`src/rtl/core/rv32i_instruction_step_top_defines.svh`:
```
// assertion macros shared by the rv32i instruction step core
`ifndef RV32I_INSTRUCTION_STEP_TOP_DEFINES_SVH
`define RV32I_INSTRUCTION_STEP_TOP_DEFINES_SVH

// same-cycle implication
`define RVIS_ASSERT_IMP(name, clk, rst_n, ante, cons) \
	name: assert property (@(posedge clk) disable iff (!rst_n) (ante) |-> (cons)) \
		else $error("same-cycle check failed");

// next-cycle implication
`define RVIS_ASSERT_NXT(name, clk, rst_n, ante, cons) \
	name: assert property (@(posedge clk) disable iff (!rst_n) (ante) |=> (cons)) \
		else $error("next-cycle check failed");

`endif

```
`src/rtl/core/rvis_ram.sv`:
```
// generic single-port ram with registered read
module rvis_ram #(
	parameter int WIDTH = 8,
	parameter int DEPTH = 256
) (
	input logic clk,
	input logic we,
	input logic [$clog2(DEPTH)-1:0] addr,
	input logic [WIDTH-1:0] wdata,
	output logic [WIDTH-1:0] rdata
);
	logic [WIDTH-1:0] mem [DEPTH];
	logic [WIDTH-1:0] rdata_q;

	always_ff @(posedge clk) begin
		if (we) begin
			mem[addr] <= wdata;
		end
		rdata_q <= mem[addr];
	end

	assign rdata = rdata_q;
endmodule

```
`config.mk`:
```
export PLATFORM = sky130hd
export DESIGN_NAME = rvis_ram
export DESIGN_NICKNAME = d
export VERILOG_FILES = /design/src/rtl/core/rv32i_instruction_step_top_defines.svh /design/src/rtl/core/rvis_ram.sv
export SDC_FILE = /design/constraint.sdc
export NUM_CORES = 2
export LEC_CHECK = 0
export ABC_CLOCK_PERIOD_IN_PS = 4059
export BUFFER_PORTS_ARGS = -buffer_cell sky130_fd_sc_hd__buf_2
export CAP_MARGIN = 40
export CORE_MARGIN = 4
export CORE_UTILIZATION = 45
export CTS_BUF_LIST = sky130_fd_sc_hd__clkbuf_4
export CTS_CLUSTER_DIAMETER = 60
export DETAILED_ROUTE_END_ITERATION = 6
export SYNTH_ARGS = -nofsm -noshare
export SYNTH_HDL_FRONTEND = slang
export SYNTH_SLANG_ARGS = --single-unit
```
`constraint.sdc`:
```
create_clock -name clk -period 4.06 [get_ports clk]
set_input_delay 0.406 -clock clk [delete_from_list [all_inputs] [get_ports clk]]
set_output_delay 0.406 -clock clk [all_outputs]
set_load 0.01 [all_outputs]
```
==> results.tsv <==
stage	metric	value	unit
floorplanning	design.core.area	0.174	mm^2
synthesis	synthesis.yosys.warnings	0	
power_and_ir_drop	power.leakage	28.9	nW
placement	post-dp-hpwl	117000	um
setup_path	crit_chain	mux4_2, a22oi_1, a21oi_1, o41ai_1, buf_4, nand4_1, dlygate4sd3_1	
sta	post-route-min-period	3.02	ns
synthesis	synth_top_cells_by_area	sky130_fd_sc_hd__edfxtp_1 78%, sky130_fd_sc_hd__mux4_2 15%, sky130_fd_sc_hd__a22oi_1 2.4%	
grt	antenna_violations_before_repair	5	
floorplanning	fp.dieW	426	um
layout	finalNetCount	4327	
grt	grt_usage	22.0	%
sta	slew_viol_final	0	
synthesis	postSynthAreaPerCell	22.1	um^2
setup_path	timing.critical_path.slowest_cell_delay	0.56	ns
sta	finalHoldViolCount	0	
grt	wire_length_of_the_first_global_routing_pass	288000	um
setup_path	crit_path_max_fanout	2	
sta	timing_worst_slew_pin_value	1.19	ns
power_and_ir_drop	internal_power	33.3	mW
sta	slew-limit-headroom	20.9	%
setup_path	crit_buf_inv	2	
power_and_ir_drop	switching_share	22.1	%
sta	timing.final.crit_share	74.4	%
placement	io_buffers	25	
sta	finalSetupViolations	0	
clock_network	tritoncts_num_sinks	2056	
clock_network	clock_path_buffers	4	
synthesis	postSynthCellCount	3547	
worst_hold_path	timing.hold.worst.class	input pin to flip-flop	
route	number_of_vias_per_cell	5.78	
status	result_of_the_run	finished clean	
floorplanning	num_io_pins	26	
route	post-route-drc-count	0	
layout	final_core_utilization	52.2	%
sta	rsz0062_at_grt	false	
floorplanning	die_y_extent	426	um
power_and_ir_drop	pwr-share-seq	54.7	%
synthesis	ys_seq_area_share	78.6	%
sta	fin_tns_setup	0	ns
power_and_ir_drop	switching_power	9.48	mW
layout	area.growth.synth_to_final	15.5	%
synthesis	ys_ff_latch	2056	
route	postRouteWirelength	198000	um
layout	nFillCells	13900	
floorplanning	fp.dieArea	0.181	mm^2
synthesis	synth_top_cell_by_area	sky130_fd_sc_hd__edfxtp_1	
power_and_ir_drop	finalPower	42.8	mW
floorplanning	start_util	45.2	%
power_and_ir_drop	share_clk_of_total_power	40.5	%
setup_path	critical_path_depth	7	
grt	grt_start_max_net_pins	137	
grt	globalRouteOverflowTotal	0	
synthesis	synthDistinctLibCells	22	
sta	fmaxAchievable	0.331	GHz
route	drtAntennaViolNets	0	
setup_path	required_time_worst_endpoint	5.22	ns
sta	setup_skew	0.0916	ns
clock_network	tritoncts	yes	
floorplanning	std_cell_rows	153	
route	detail_route.first_pass.iterations	7	
layout	seqCellArea	0.0617	mm^2
setup_path	critical_path.top_delay_family	compound AO/OA/AOI/OAI gates	
placement	finalWeightedCongestion	0.799	
route	wl_per_cell	28.3	um
power_and_ir_drop	power.share.combinational	4.8	%
synthesis	synth_fp_nets	3565	
worst_hold_path	worst_hold_path.num_cells	4	
clock_network	numCtsBuffers	544	
synthesis	synth_largest_type_area_fraction	78.3	%
clock_network	htree_num_levels	6	
layout	layout-drive-gt1-share	37.5	%
clock_network	worstSkewPairLatency	1.28	ns
setup_path	cp-start-kind	flip-flop	
setup_path	critPathSlowestCell	sky130_fd_sc_hd__o41ai_1	
setup_path	critical_path_class	flip-flop to flip-flop	
clock_network	path_clk_slew	0.06	ns
layout	multi_input_comb_area	0.0158	mm^2
route	drt-initial-drc-count	4410	
grt	first_global_vias	41600	
power_and_ir_drop	cellPowerDensity	472	mW/mm^2
route	via_count	40300	
synthesis	syn-cell-area	0.0785	mm^2
flow_run	drv.max_cap_violation_count	0	
power_and_ir_drop	worst_ir_drop_vdd	0.298	mV
setup_path	crit_arrival	4.19	ns
clock_network	root_buffer	sky130_fd_sc_hd__clkbuf_4	
sta	worst_hold_slack	0.199	ns
setup_path	cp_capture_type	flip-flop	
setup_path	worst_r2r_path_depth	7	
metal layers:
layer	up-vias	global-route usage, %	wire [um]
met2	1847	34.4	95700
met3	333	4.84	15700
met5	-	0	27
met4	4	7.23	4840
met1	21200	30.9	81300
li1	16900	-	-
worst reg2reg max path, cell delays in order (launching register included):
cell                            delay [ns]
sky130_fd_sc_hd__edfxtp_1             0.36
sky130_fd_sc_hd__mux4_2               0.48
sky130_fd_sc_hd__a22oi_1              0.35
sky130_fd_sc_hd__a21oi_1              0.22
sky130_fd_sc_hd__o41ai_1              0.56
sky130_fd_sc_hd__buf_4                0.29
sky130_fd_sc_hd__nand4_1              0.08
sky130_fd_sc_hd__dlygate4sd3_1        0.56
flip-flops by register name, summed over array words and instances, names as in the netlist:
| register | count |
|---|---|
| mem | 2048 |
| rdata | 8 |
power groups by stage:
stage | sequential [mW] | combinational [mW] | clock [mW]
detailed placement | 23.9 | 2.07 | 0
global placement | 23.9 | 2.05 | 0
global route | 23.4 | 2.18 | 19.1
finish | 23.4 | 2.07 | 17.3
floorplan | 23.9 | 1.04 | 0
CTS | 23.4 | 2.09 | 17.8
cell usage in the layout, fill, tap and decap left out, types with 5 or more instances in the layout:
cell,synthesis,routed
sky130_fd_sc_hd__a21oi_1,128,128
sky130_fd_sc_hd__a22oi_1,256,256
sky130_fd_sc_hd__buf_12,0,29
sky130_fd_sc_hd__buf_2,36,18
sky130_fd_sc_hd__buf_4,16,369
sky130_fd_sc_hd__buf_8,0,10
sky130_fd_sc_hd__bufinv_16,0,9
sky130_fd_sc_hd__clkbuf_4,0,766
sky130_fd_sc_hd__clkinv_1,0,96
sky130_fd_sc_hd__dfxtp_1,8,8
sky130_fd_sc_hd__dlygate4sd3_1,0,21
sky130_fd_sc_hd__edfxtp_1,2048,2048
sky130_fd_sc_hd__inv_2,0,10
sky130_fd_sc_hd__mux4_2,512,512
sky130_fd_sc_hd__nand2_1,28,28
sky130_fd_sc_hd__nand3_1,13,8
sky130_fd_sc_hd__nand3_2,0,5
sky130_fd_sc_hd__nand4_1,8,8
sky130_fd_sc_hd__nor2_1,232,231
sky130_fd_sc_hd__nor2b_1,7,5
sky130_fd_sc_hd__nor3_1,30,30
sky130_fd_sc_hd__o41ai_1,32,31
layout make-up:
class / instances / area share (%)
Clock inverter: 123 / 0.794
Multi-Input combinational cell: 1258 / 17.4
Inverter: 1 / 0.00414
Antenna cell: 3 / 0.00828
Clock buffer: 766 / 6.34
Timing Repair Buffer: 448 / 4.21
Sequential cell: 2056 / 68.0
Tap cell: 2325 / 3.21
what timing repair did:
item                                    CTS  global route
hold buffers                             21             0
endpoints found under the hold margin  2315             0
resized for setup                         0             0
setup buffers                             0             0
Yosys cell counts:
cell,count
sky130_fd_sc_hd__nor3_1,30
sky130_fd_sc_hd__nor2b_1,7
sky130_fd_sc_hd__buf_2,36
sky130_fd_sc_hd__a21oi_1,128
sky130_fd_sc_hd__nand2b_1,6
sky130_fd_sc_hd__nand4_1,8
sky130_fd_sc_hd__or2_2,2
sky130_fd_sc_hd__inv_1,1
sky130_fd_sc_hd__dfxtp_1,8
sky130_fd_sc_hd__buf_1,19
sky130_fd_sc_hd__mux4_2,512
sky130_fd_sc_hd__o41ai_1,32
sky130_fd_sc_hd__or3_1,1
sky130_fd_sc_hd__buf_6,16
sky130_fd_sc_hd__clkbuf_1,145
sky130_fd_sc_hd__buf_4,16
sky130_fd_sc_hd__a22oi_1,256
sky130_fd_sc_hd__nand2_1,28
sky130_fd_sc_hd__edfxtp_1,2048
sky130_fd_sc_hd__nand3_1,13
sky130_fd_sc_hd__and2_1,3
sky130_fd_sc_hd__nor2_1,232
through the flow:
step | instance area (um^2) | setup WS (ns) | std cells
floorplan | 78500 | 1.44 | 3547
global route | 90700 | 0.942 | 6979
finish | 90700 | 1.04 | 6980
CTS | 90600 | 1.00 | 6976
detailed placement | 84000 | 0.294 | 6066
global placement | 83900 | 0.0105 | 6055
logic make-up (layout without fill, tap and decap cells):
| family | after synthesis | count (layout) | synth area share, % |
|---|---|---|---|
| and+or+nand+nor | 330 | 330 | 1.73 |
| AOI/OAI and AO/OA | 416 | 416 | 3.62 |
| other | 0 | 3 | 0 |
| buffers and inverters | 233 | 1338 | 1.40 |
| DFF | 2056 | 2056 | 78.6 |
| muxes | 512 | 512 | 14.7 |
worst paths after layout:
path              slack, ns           to         from
setup / recovery       1.04     rdata[1]  mem[155][1]
hold / removal         0.20  mem[167][1]      addr[1]
setup reg to reg       1.04     rdata[1]  mem[155][1]
hold reg to reg        1.02     rdata[0]  mem[118][0]
Power figures use the tool's default switching activity.
